File: config.mk
export PLATFORM = sky130hd
export DESIGN_NAME = utf8_lenient_stream_decoder_core
export DESIGN_NICKNAME = d
export VERILOG_FILES = /design/src/rtl/core/u8dec_pkg.sv /design/src/rtl/core/utf8_lenient_stream_decoder_core.sv
export VERILOG_INCLUDE_DIRS = /design/src /design/src/rtl/core
export SDC_FILE = /design/constraint.sdc
export NUM_CORES = 1
export LEC_CHECK = 0
export BUFFER_PORTS_ARGS = -buffer_cell sky130_fd_sc_hd__buf_2
export CAP_MARGIN = 20
export CORE_MARGIN = 1.5
export CORE_UTILIZATION = 55
export CTS_BUF_LIST = sky130_fd_sc_hd__clkbuf_2
export CTS_CLUSTER_SIZE = 8
export DETAILED_ROUTE_END_ITERATION = 6
export PLACE_DENSITY = 0.75
export SETUP_SLACK_MARGIN = 0.2
export SLEW_MARGIN = 5
export SYNTH_ARGS = -nofsm -noshare
export SYNTH_HDL_FRONTEND = slang
export SYNTH_SLANG_ARGS = --single-unit
File: constraint.sdc
create_clock -name clock -period 3.9 [get_ports clock]
set_clock_uncertainty 0.2 [all_clocks]
set_input_delay 0.585 -clock clock [delete_from_list [all_inputs] [get_ports clock]]
set_output_delay 0.585 -clock clock [all_outputs]
set_load 0.05 [all_outputs]
File: src/rtl/core/utf8_lenient_stream_decoder_core_assert.svh
// assertion macros for the lenient utf-8 stream decoder core
// needs nothing else; define SYNTH to drop the checks from a netlist
`ifndef UTF8_LENIENT_STREAM_DECODER_CORE_ASSERT_SVH
`define UTF8_LENIENT_STREAM_DECODER_CORE_ASSERT_SVH
`ifndef SYNTH
// same-cycle implication, checked out of reset
`define U8D_ASSERT_NOW(label, clk, rst, cond, prop) \
   label: assert property (@(posedge clk) disable iff (rst) (cond) |-> (prop)) \
      else $error("u8d assertion failed");
// next-cycle implication, checked out of reset
`define U8D_ASSERT_NEXT(label, clk, rst, cond, prop) \
   label: assert property (@(posedge clk) disable iff (rst) (cond) |=> (prop)) \
      else $error("u8d assertion failed");
`else
`define U8D_ASSERT_NOW(label, clk, rst, cond, prop)
`define U8D_ASSERT_NEXT(label, clk, rst, cond, prop)
`endif
`endif

File: src/rtl/core/u8dec_pkg.sv
// shared types, constants and helpers of the lenient utf-8 stream decoder
// used by utf8_lenient_stream_decoder_core; depends on nothing
package u8dec_pkg;

   localparam int BYTE_W      = 8;
   localparam int CP_W        = 21;
   localparam int COUNT_W     = 3;
   localparam int MAX_RESULTS = 4;
   localparam int HELD_DEPTH  = 3;
   localparam int HELD_IDX_W  = $clog2(HELD_DEPTH);
   localparam int LEFT_W      = $clog2(MAX_RESULTS + 1);
   localparam int SLOT_W      = $clog2(MAX_RESULTS);

   // sequence lengths
   localparam logic [COUNT_W-1:0] LEN_NONE = 3'd0;
   localparam logic [COUNT_W-1:0] LEN_RAW  = 3'd1;
   localparam logic [COUNT_W-1:0] LEN_TWO  = 3'd2;
   localparam logic [COUNT_W-1:0] LEN_THREE = 3'd3;
   localparam logic [COUNT_W-1:0] LEN_FOUR = 3'd4;

   localparam logic [1:0] CONT_TAG = 2'b10;

   typedef logic [BYTE_W-1:0]  byte_type;
   typedef logic [CP_W-1:0]    cp_type;
   typedef logic [COUNT_W-1:0] count_type;

   typedef struct packed {
      cp_type    code_point;
      count_type byte_count;
   } entry_type;

   function automatic count_type lead_width(input byte_type b);
      count_type w;
      priority if (b[7:5] == 3'b110) w = LEN_TWO;
      else if (b[7:4] == 4'b1110)    w = LEN_THREE;
      else if (b[7:3] == 5'b11110)   w = LEN_FOUR;
      else                           w = LEN_RAW;
      return w;
   endfunction

endpackage

File: src/rtl/core/utf8_lenient_stream_decoder_core.sv
// lenient utf-8 stream decoder: bytes in, code points with byte counts out
// depends on u8dec_pkg and utf8_lenient_stream_decoder_core_assert.svh
//
//   channel | ports                                          | moves
//   --------+------------------------------------------------+---------------------
//   req     | req_valid req_stall req_byte_value             | one byte per word
//   rsp     | rsp_valid rsp_stall rsp_code_point             | one character per
//           | rsp_byte_count rsp_last_of_run                 | word
//
// a byte is taken every cycle as long as each byte gives at most one word and rsp
// does not stall; a byte that gives k words (up to four) holds the result buffer until all k have left.
// a taken byte passes the input register and then the result buffer before its first
// word shows on rsp.
// reset clears the pending sequence and both buffers at once; no clearing pass.
// a stalled rsp side holds the buffered words; the input register takes one more byte.
`include "utf8_lenient_stream_decoder_core_assert.svh"

module utf8_lenient_stream_decoder_core (
   input  logic                          clock,
   input  logic                          reset,
   input  logic                          req_valid,
   output logic                          req_stall,
   input  logic [u8dec_pkg::BYTE_W-1:0]  req_byte_value,
   output logic                          rsp_valid,
   input  logic                          rsp_stall,
   output logic [u8dec_pkg::CP_W-1:0]    rsp_code_point,
   output logic [u8dec_pkg::COUNT_W-1:0] rsp_byte_count,
   output logic                          rsp_last_of_run
);

   localparam logic [u8dec_pkg::LEFT_W-1:0] LEFT_W_ONE = 1;

   // input register
   logic                 in_valid_ff;
   u8dec_pkg::byte_type  in_byte_ff;

   // decode state
   u8dec_pkg::byte_type  held_ff [u8dec_pkg::HELD_DEPTH];
   logic [1:0]           cnt_ff, cnt_in;
   u8dec_pkg::count_type exp_ff, exp_in;

   // result buffer
   u8dec_pkg::entry_type           ent_ff [u8dec_pkg::MAX_RESULTS];
   u8dec_pkg::entry_type           ent_in [u8dec_pkg::MAX_RESULTS];
   logic [u8dec_pkg::LEFT_W-1:0]   left_ff, left_in;
   logic [u8dec_pkg::SLOT_W-1:0]   slot_ff;

   logic                               advance;
   logic                               rsp_take;
   logic                               open_seq, is_cont, complete, raw_out;
   logic [1:0]                         flush_n;
   u8dec_pkg::count_type               width;
   u8dec_pkg::cp_type                  joined;
   u8dec_pkg::byte_type                held_ext [u8dec_pkg::MAX_RESULTS];
   logic                               held_we;
   logic [u8dec_pkg::HELD_IDX_W-1:0]   held_idx;

   assign rsp_valid       = (left_ff != '0);
   assign rsp_take        = rsp_valid && !rsp_stall;
   // the buffer frees up when empty or when its final word leaves now
   assign advance         = in_valid_ff &&
                            ((left_ff == '0) || ((left_ff == LEFT_W_ONE) && !rsp_stall));
   assign req_stall       = in_valid_ff && !advance;
   assign rsp_code_point  = ent_ff[slot_ff].code_point;
   assign rsp_byte_count  = ent_ff[slot_ff].byte_count;
   assign rsp_last_of_run = (left_ff == LEFT_W_ONE);

   always_comb begin
      open_seq = (exp_ff >= u8dec_pkg::LEN_TWO) && (exp_ff <= u8dec_pkg::LEN_FOUR) &&
                 (cnt_ff != 2'd0) && ({1'b0, cnt_ff} < exp_ff);
      is_cont  = (in_byte_ff[7:6] == u8dec_pkg::CONT_TAG);
      complete = open_seq && is_cont && ({1'b0, cnt_ff} + 3'd1 == exp_ff);
      width    = u8dec_pkg::lead_width(in_byte_ff);
      raw_out  = (in_byte_ff != '0) && (width == u8dec_pkg::LEN_RAW);
      flush_n  = open_seq ? cnt_ff : 2'd0;

      unique case (exp_ff)
         u8dec_pkg::LEN_TWO:
            joined = {10'd0, held_ff[0][4:0], in_byte_ff[5:0]};
         u8dec_pkg::LEN_THREE:
            joined = {5'd0, held_ff[0][3:0], held_ff[1][5:0], in_byte_ff[5:0]};
         default:
            joined = {held_ff[0][2:0], held_ff[1][5:0], held_ff[2][5:0], in_byte_ff[5:0]};
      endcase

      for (int i = 0; i < u8dec_pkg::HELD_DEPTH; i++) held_ext[i] = held_ff[i];
      held_ext[u8dec_pkg::MAX_RESULTS-1] = in_byte_ff;

      held_we  = 1'b0;
      held_idx = cnt_ff[u8dec_pkg::HELD_IDX_W-1:0];
      cnt_in   = 2'd0;
      exp_in   = u8dec_pkg::LEN_NONE;
      left_in  = '0;
      for (int i = 0; i < u8dec_pkg::MAX_RESULTS; i++) begin
         // flushed held bytes first, then the raw byte
         ent_in[i].code_point = {13'd0, (i < flush_n) ? held_ext[i] : in_byte_ff};
         ent_in[i].byte_count = u8dec_pkg::LEN_RAW;
      end

      if (open_seq && is_cont) begin
         if (complete) begin
            ent_in[0].code_point = joined;
            ent_in[0].byte_count = exp_ff;
            left_in = LEFT_W_ONE;
         end else begin
            held_we = 1'b1;
            cnt_in  = cnt_ff + 2'd1;
            exp_in  = exp_ff;
         end
      end else begin
         left_in = {1'b0, flush_n} + {2'b0, raw_out};
         if ((in_byte_ff != '0) && (width != u8dec_pkg::LEN_RAW)) begin
            held_we  = 1'b1;
            held_idx = '0;
            cnt_in   = 2'd1;
            exp_in   = width;
         end
      end
   end

   always_ff @(posedge clock) begin
      if (reset) begin
         in_valid_ff <= 1'b0;
         cnt_ff      <= 2'd0;
         exp_ff      <= u8dec_pkg::LEN_NONE;
         left_ff     <= '0;
         slot_ff     <= '0;
      end else begin
         if (!req_stall) in_valid_ff <= req_valid;
         if (advance) begin
            cnt_ff  <= cnt_in;
            exp_ff  <= exp_in;
            left_ff <= left_in;
            slot_ff <= '0;
         end else if (rsp_take) begin
            left_ff <= left_ff - LEFT_W_ONE;
            slot_ff <= slot_ff + 1'b1;
         end
      end
   end

   always_ff @(posedge clock) begin
      if (!req_stall) in_byte_ff <= req_byte_value;
      if (advance) begin
         for (int i = 0; i < u8dec_pkg::MAX_RESULTS; i++) ent_ff[i] <= ent_in[i];
         if (held_we) held_ff[held_idx] <= in_byte_ff;
      end
   end

   `U8D_ASSERT_NOW(a_count_range, clock, reset, rsp_valid,
      (rsp_byte_count != 3'd0) && (rsp_byte_count <= u8dec_pkg::LEN_FOUR))
   `U8D_ASSERT_NOW(a_joined_is_last, clock, reset,
      rsp_valid && (rsp_byte_count != u8dec_pkg::LEN_RAW), rsp_last_of_run)
   `U8D_ASSERT_NOW(a_open_consistent, clock, reset, exp_ff != u8dec_pkg::LEN_NONE,
      (cnt_ff != 2'd0) && ({1'b0, cnt_ff} < exp_ff))
   `U8D_ASSERT_NOW(a_idle_empty, clock, reset, exp_ff == u8dec_pkg::LEN_NONE,
      cnt_ff == 2'd0)
   `U8D_ASSERT_NEXT(a_stalled_word_holds, clock, reset, rsp_valid && rsp_stall,
      rsp_valid && $stable(slot_ff))

endmodule
==> results of run 1 <==
==> worst max-delay path: cells and delay by family (launching register included) <==
kind | cells | cell delay (ns)
buffers and inverters | 4 | 0.53
DFF | 1 | 0.39
and+or+nand+nor | 2 | 0.34
AOI/OAI and AO/OA | 1 | 0.30
adders and majority gates | 1 | 0.21
==> flip-flops by register name, summed over array words and instances, names as in the netlist, named ones only <==
register	flops
left_ff	3
ent_ff	48
exp_ff	3
cnt_ff	2
in_valid_ff	1
slot_ff	2
held_ff	24
in_byte_ff	8
==> metrics by stage <==
stage,cells,hold WS [ns],utilization (%),worst slack [ns]
after floorplan,305,0.2798,-,1.052
after global placement,433,0.3271,61.66,1.098
after detailed placement,433,0.3363,61.66,1.113
after CTS,458,0.09998,64.53,0.7296
after global routing,458,0.08740,64.53,0.5218
final,458,0.1260,64.53,0.8053
==> cells in the final DEF (no fill, tap or decap), types with 3 or more instances in the layout <==
| cell | instances |
|---|---|
| edfxtp_1 | 80 |
| buf_2 | 38 |
| mux2_2 | 26 |
| and2_1 | 15 |
| nand3_1 | 15 |
| nand2_1 | 13 |
| dfxtp_1 | 13 |
| inv_1 | 12 |
| a21oi_1 | 12 |
| nor3_1 | 10 |
| nor2_1 | 9 |
| ha_1 | 9 |
| clkbuf_2 | 9 |
| dlygate4sd3_1 | 9 |
| mux4_2 | 8 |
| a31oi_1 | 7 |
| buf_4 | 6 |
| nand2b_1 | 5 |
| and3_1 | 5 |
| inv_6 | 5 |
| a211oi_1 | 4 |
| mux2i_1 | 4 |
| a21o_1 | 3 |
| nor2b_1 | 3 |
| xor2_1 | 3 |
| o21ai_0 | 3 |
| o211ai_1 | 3 |
==> how the worst max path moves through the flow <==
stage | from | to | slack, ns | cells past startpoint
finish | left_ff[0] | req_stall | 0.81 | 8
global route | flop | rsp_byte_count[2] | 0.52 | 3
CTS | flop | rsp_code_point[19] | 0.73 | 3
detailed placement | rsp_stall | held_ff[0][4] | 1.11 | 7
global placement | rsp_stall | held_ff[0][5] | 1.10 | 7
floorplan | cnt_ff[1] | held_ff[0][0] | 1.05 | 7
==> cells by family after synthesis <==
| family | Yosys count | share of synthesized area [%] |
|---|---|---|
| compound gates | 41 | 7.105 |
| xor+xnor | 4 | 0.8189 |
| fa+ha+maj | 9 | 2.632 |
| buf+inv | 28 | 2.778 |
| flops | 93 | 62.22 |
| mux | 38 | 11.99 |
| simple gates | 92 | 12.46 |
==> metal layers <==
layer  GRT usage (%)  wire length [µm]  vias to the layer above
li1                -                 -                     1261
met5               0                 0                        -
met2           33.58              3947                       86
met1           28.75              3619                     1283
met4           9.245               247                        0
met3           4.690               400                       23
==> area by class of cell <==
type | instances | area, µm²
clock buffer | 9 | 45.04
clock inverter | 7 | 77.57
fill | 548 | 2628
inverter | 13 | 48.80
multi-input combinational | 184 | 1498
sequential | 93 | 2663
tap | 99 | 123.9
timing repair buffer | 53 | 325.3
==> power groups by stage <==
stage	combinational [mW]	clock (mW)	sequential (mW)
3_5_place_dp	1.02	0	1.44
6_report	1.02	0.497	1.42
4_1_cts	1.03	0.509	1.42
2_1_floorplan	0.868	0	1.37
5_1_grt	1.09	0.555	1.44
3_3_place_gp	1.00	0	1.44
==> what timing repair did <==
| item | in CTS | in global routing |
|---|---|---|
| hold buffers | 9 | 0 |
| endpoints found under the setup margin | 0 | 0 |
| endpoints found under the hold margin | 9 | 0 |
| resized for setup | 0 | 0 |
==> results.cfg, run 1 <==
[outcome]
status = complete, no violations

[finish]
final_nets = 375
syn_to_final_growth_pct = 11.73
diodes = 0
final_area_um2 = 4781
layout-drive-gt1-share_pct = 28.41

[grt]
grt_remaining_overflow = 0
grt_pass1_vias = 2576
track_usage_pct = 21.37
grt_max_degree = 39
grt_pass1_wl_um = 13380
antenna_found_initial = 0

[timing]
max_freq_mhz = 323.1
tightest_slew_ns = 0.7517
final.period_utilization_pct = 79.35
grt_setup_unrepaired = no
drv_slew = 0
period_minus_slack_ns = 3.095
hold_viol = 0
setup_viol = 0
tns_ns = 0
slew_headroom_pct = 49.82

[die]
core_um2 = 7408
dieWidth_um = 91.21
initial_utilization_pct = 57.76
boundaryPins = 39
dieArea_um2 = 8318
rows = 31
die_h_um = 91.21

[synth]
syn-num-nets = 326
post_synth.cell_area_avg_um2 = 14.03
postSynthCellCount = 305
ys_seq_elements = 93
synth_seq_area_share_pct = 62.22
syn_area_um2 = 4279
synth_edf_count = 80
async_flop_share_pct = 0
ys_top_cells_by_count = edfxtp_1 (80), mux2_2 (26), and2_1 (15), nand3_1 (15)
synth.distinct_cells = 49
yosysMostFrequentCell = edfxtp_1
ys_top_cells_by_area = edfxtp_1 (56%), mux2_2 (6.8%), dfxtp_1 (6.1%), mux4_2 (4.2%), ha_1 (2.6%)
synth_area_leader_cell = edfxtp_1
ys.warnings.count = 0
synth_top_area_share_pct = 56.14
synth_ff_type = edfxtp_1

[detailed_routing]
wl_per_cell_um = 17.93
drc_errors = 0
viasPerCell = 5.793
drt_iter0_drc = 170
num_vias = 2653
drt_pass1_iterations = 4
antenna_left = 0
wirelength_um = 8214

[cts]
cts_root_buffer = clkbuf_2
cts_buffers = 9
path_clk_slew_ns = 0.26
cts_sinks = 93
clock_latency_ns = 0.55
cts_setup_buffers = 0
htreeDepth = 3
cts_tree = yes
cts_max_path_buffers = 2

[critical_path]
crit_chain = inv_1 > ha_1 > nor2b_1 > inv_1 > nand2_1 > a21o_1 > inv_1 > buf_2
start_kind = flop
worstPathRequired_ns = 3.12
rr_endpoint = held_ff[0][3]
crit_top_cell = inv_1
worstRegToRegCells = 7
end_kind = output port
worstPathMaxFanout = 10
crit_arrival_ns = 2.31
cp_slowest_cell = dfxtp_1
r2r_start = cnt_ff[1]
critPathKind = reg2out
regToRegSetupSlack_ns = 1.04
max_stage_delay_ns = 0.39

[placement]
gp_congestion = 0.8966
portBuffers = 38
dpl.hpwl_um = 5536
placed_area_um2 = 4568

[power_and_ir_drop]
p_leak_nw = 1.709
total_power_mw = 2.939
p_int_mw = 1.759
clock_power_share_pct = 16.9
swShare_pct = 40.14
switchingPower_mw = 1.180
power_frac_comb_pct = 34.9
peakVddDrop_mv = 0.4783
seq_power_share_pct = 48.2
power_density_nw_per_um2 = 614.7

[min_path]
hold_class = in2reg
holdPathEnd = in_valid_ff
min_from = reset
holdPathStages = 2

[flow_run]
drv_cap = 0
(Power assumes the default switching activity.)
==> inputs of run 2 (changes only) <==
- PLACE_DENSITY: 0.75 -> 0.78
- clock period: 3.9 -> 2.6 ns (I/O delays scaled with it)
==> run 2 against run 1 <==
Compared with the run above: clock power up 70%; sequential share of layout area down 5.4 points; flip-flop and latch count unchanged; cell count up 7.9%; critical path type unchanged; largest power group unchanged.
==> results.cfg, run 2 (synthesized netlist as in run 1, its figures left out) <==
[finish]
largest_reg_flops = 48
layout-drive-gt1-share_pct = 41.01
fill_cells = 494
final_common_cell = edfxtp_1
syn_to_final_growth_pct = 24.47
diodes = 0
top_regs = ent_ff: 48 flops, held_ff: 24 flops, in_byte_ff: 8 flops
final_nets = 411
top_register = ent_ff
final_area_um2 = 5326
final_cell_mix = edfxtp_1 (80), buf_4 (34), buf_2 (29)

[timing]
max_freq_mhz = 415.6
final.period_utilization_pct = 92.55
tightest_slew_ns = 0.4810
slew_headroom_pct = 67.93
tns_ns = 0
drv_slew = 0
period_minus_slack_ns = 2.406
grt_setup_unrepaired = yes
hold_viol = 0
setup_viol = 0

[cts]
cts_sinks = 93
htreeDepth = 3
cts_root_buffer = clkbuf_2
clock_latency_ns = 0.57
cts_buffers = 9
cts_max_path_buffers = 2
cts_tree = yes
path_clk_slew_ns = 0.24

[min_path]
hold_class = in2reg

[grt]
grt_pass1_vias = 2753
track_usage_pct = 22.64
grt_remaining_overflow = 0
grt_pass1_wl_um = 14120
antenna_found_initial = 0
grt_max_degree = 39

[die]
rows = 31
dieArea_um2 = 8318
dieWidth_um = 91.21
die_h_um = 91.21
initial_utilization_pct = 57.76
core_um2 = 7408
boundaryPins = 39

[critical_path]
crit_arrival_ns = 1.82
worstPathRequired_ns = 2.01
worstPathMaxFanout = 2
max_stage_delay_ns = 0.41
critPathKind = reg2out
start_kind = flop
end_kind = output port
crit_chain = inv_2 > ha_4 > nor2b_4 > inv_2 > nand2_2 > a21o_1 > inv_1 > buf_6
crit_top_cell = inv_2
cp_slowest_cell = dfxtp_2

[detailed_routing]
viasPerCell = 5.731
wirelength_um = 8845
num_vias = 2831
drt_pass1_iterations = 4
drt_iter0_drc = 252
wl_per_cell_um = 17.90
drc_errors = 0
antenna_left = 0

[flow_run]
drv_cap = 0

[placement]
portBuffers = 38
gp_congestion = 0.8748
dpl.hpwl_um = 5805
placed_area_um2 = 4757

[power_and_ir_drop]
p_leak_nw = 1.954
peakVddDrop_mv = 0.8554
power_density_nw_per_um2 = 937.7

[outcome]
status = complete, no violations
-- run 2: metal layers --
metal | GRT usage [%] | share of wire (%) | up-vias
met1 | 29.42 | 43 | 1380
met3 | 3.518 | 4.4 | 13
met4 | 8.594 | 1.9 | 0
li1 | - | - | 1335
met5 | 0 | 0 | -
met2 | 38.31 | 50 | 103
-- run 2: what timing repair did --
action | in CTS | in global routing
resized for setup | 31 | 13
setup endpoints to repair | 42 | 23
hold endpoints to repair | 20 | 0
hold buffers | 11 | 0
pin swaps | 5 | 3
setup buffers | 17 | 4
-- run 2: critical path, delay by kind of cell, from the launching register on --
kind	cells	cell delay [ns]
AO/OA/AOI/OAI	1	0.18
adder cells (fa/ha/maj)	1	0.16
buffers and inverters	4	0.35
flip-flops	1	0.41
AND/OR/NAND/NOR	2	0.16
-- run 2: where the power goes --
group          switching, mW  total, mW  internal, mW
clock                  0.512      0.843         0.332
combinational           1.25       2.05         0.806
sequential             0.152       2.10          1.95
-- run 2: worst paths after layout --
| path | cells past startpoint | startpoint | slack, ns | endpoint |
|---|---|---|---|---|
| setup / recovery | 8 | left_ff[0] | 0.19 | req_stall |
| hold reg to reg | 1 | held_ff[2][6] | 0.36 | ent_ff[2][9] |
| hold / removal | 4 | rsp_stall | 0.06 | left_ff[1] |
| setup reg to reg | 10 | left_ff[0] | 0.27 | exp_ff[1] |
-- run 2: cell type report --
cell class / count / area (µm²) / share of cell area, %
Clock buffer: 9 / 45.04 / 0.8457
Clock inverter: 7 / 105.1 / 1.973
Inverter: 13 / 53.80 / 1.010
Multi-Input combinational cell: 184 / 1604 / 30.12
Sequential cell: 93 / 2678 / 50.27
Tap cell: 99 / 123.9 / 2.326
Timing Repair Buffer: 89 / 716.9 / 13.46
-- run 2: through the flow --
stage                     setup slack [ns]  total power [mW]  utilization, %  hold WS [ns]  std cells
after floorplan                     0.1951             3.371               -        0.2524        305
after global placement             0.08835             3.733           64.21        0.3246        446
after detailed placement           0.09116             3.755           64.21        0.3325        446
after CTS                           0.1907             4.903           70.87       0.02120        490
after global routing               0.09654             5.213           71.90       0.05681        494
final                               0.1936             4.995           71.90       0.05702        494
==> inputs of run 3 (changes only) <==
- CELL_PAD_IN_SITES_DETAIL_PLACEMENT: not set -> 1
- CELL_PAD_IN_SITES_GLOBAL_PLACEMENT: not set -> 1
- CORE_UTILIZATION: 55 -> 44
- CTS_BUF_LIST: sky130_fd_sc_hd__clkbuf_2 -> not set
- PLACE_DENSITY: 0.78 -> not set
- PLACE_DENSITY_LB_ADDON: not set -> 0.1
==> run 3 against run 2 <==
Compared with the run above: fmax grew 2.8%; clock power grew 22%; via count shrank 0.39%; largest power group unchanged.
==> results.cfg, run 3 (synthesized netlist as in run 1, its figures left out) <==
[die]
core_um2 = 9328
rows = 35
die_h_um = 101.6
dieWidth_um = 101.6
boundaryPins = 39
dieArea_um2 = 10330
initial_utilization_pct = 45.88

[finish]
top_register = ent_ff
diodes = 0
largest_reg_flops = 48
final_cell_mix = edfxtp_1 (80), buf_2 (37), mux2_2 (26), buf_4 (26), and2_1 (15)
layout-drive-gt1-share_pct = 40.26
final_area_um2 = 5310
fill_cells = 929
syn_to_final_growth_pct = 24.09
top_regs = ent_ff: 48 flops, held_ff: 24 flops, in_byte_ff: 8 flops
fin_cells = 514
final_common_cell = edfxtp_1
final_nets = 401

[grt]
track_usage_pct = 21.22
grt_max_degree = 57
grt_remaining_overflow = 0
antenna_found_initial = 0
grt_pass1_vias = 2887
grt_pass1_wl_um = 15940

[timing]
period_minus_slack_ns = 2.341
tns_ns = 0
grt_setup_unrepaired = yes
fin_ws_ns = 0.2594
slew_headroom_pct = 58.00
setup_viol = 0
tightest_slew_ns = 0.6293
hold_viol = 0
final.period_utilization_pct = 90.02
drv_slew = 0
max_freq_mhz = 427.2

[detailed_routing]
viasPerCell = 5.486
num_vias = 2820
wl_per_cell_um = 20.14
wirelength_um = 10350
antenna_left = 0
drt_iter0_drc = 109
drc_errors = 0
drt_pass1_iterations = 4

[power_and_ir_drop]
power_density_nw_per_um2 = 924.0
p_int_mw = 2.977
power_frac_comb_pct = 36.7
clock_power_share_pct = 20.9
peakVddDrop_mv = 0.7728
switchingPower_mw = 1.929
seq_power_share_pct = 42.4
p_leak_nw = 1.898
swShare_pct = 39.32

[critical_path]
crit_arrival_ns = 1.75
worstRegToRegCells = 7
worstPathRequired_ns = 2.01
end_kind = output port
start_kind = flop
worstPathMaxFanout = 9
critPathKind = reg2out
r2r_start = cnt_ff[1]

[placement]
dp.cells = 478
pre_cts_slack_ns = 0.1010
gp_congestion = 0.8222
portBuffers = 38
dpl.hpwl_um = 6919
placed_area_um2 = 4822

[cts]
cts_sinks = 93
cts_root_buffer = clkbuf_8
path_clk_slew_ns = 0.10
htreeDepth = 3
cts_max_path_buffers = 2
cts_buffers = 9
clock_latency_ns = 0.36
cts_tree = yes

[min_path]
holdPathStages = 3
min_from = req_valid
hold_class = in2reg

[flow_run]
drv_cap = 0

[outcome]
status = complete, no violations
[run 3: cell count changes in the layout (fill, tap and decap cells not counted), sizes merged]
cell and change:
buf -7, bufinv -1, clkinv -1, dlygate4sd3 -3
inv +2
[run 3: worst paths after layout]
path	to	slack, ns
worst max register to register	ent_ff[2][6]	0.27
worst min register to register	ent_ff[2][9]	0.36
worst min-delay path	in_valid_ff	0.06
worst max-delay path	rsp_code_point[5]	0.26
[run 3: area by class of cell]
| cell class | count | area (µm²) | area share [%] |
|---|---|---|---|
| Clock buffer | 9 | 123.9 | 2.333 |
| Clock inverter | 7 | 86.33 | 1.626 |
| Inverter | 13 | 53.80 | 1.013 |
| Multi-Input combinational cell | 184 | 1635 | 30.80 |
| Sequential cell | 93 | 2673 | 50.33 |
| Tap cell | 129 | 161.4 | 3.040 |
| Timing Repair Buffer | 79 | 576.8 | 10.86 |
[run 3: worst max-delay path: stages (launching register included)]
cell and delay, ns:
dfxtp_1 0.40, buf_6 0.23, mux4_2 0.53, buf_2 0.23
[run 3: repair_timing]
action,CTS,global route
gates resized for setup,8,16
buffers inserted,6,6
hold buffers,8,0
pin swaps,2,5
gates cloned,0,0
endpoints found under the setup margin,55,51
endpoints found under the hold margin,8,0
[run 3: metrics by stage]
| stage | utilization [%] | hold WS [ns] | power, mW |
|---|---|---|---|
| 2_1_floorplan | - | 0.2524 | 3.371 |
| 3_3_place_gp | 51.70 | 0.3262 | 3.801 |
| 3_5_place_dp | 51.70 | 0.3312 | 3.842 |
| 4_1_cts | 55.67 | 0.05021 | 4.891 |
| 5_1_grt | 56.93 | 0.07797 | 5.119 |
| 6_report | 56.93 | 0.05761 | 4.907 |
[run 3: layer usage]
metal  global-route usage (%)  wire [µm]
met5                        0          0
met2                    36.41       5318
met1                    27.07       4468
met3                    3.658        349
met4                    7.692        214
[run 3: power by group through the flow]
stage / logic, mW / registers, mW / clock network [mW]
3_5_place_dp: 1.74 / 2.11 / 0
6_report: 1.80 / 2.08 / 1.03
2_1_floorplan: 1.32 / 2.05 / 0
4_1_cts: 1.78 / 2.08 / 1.04
3_3_place_gp: 1.70 / 2.10 / 0
5_1_grt: 1.91 / 2.10 / 1.10
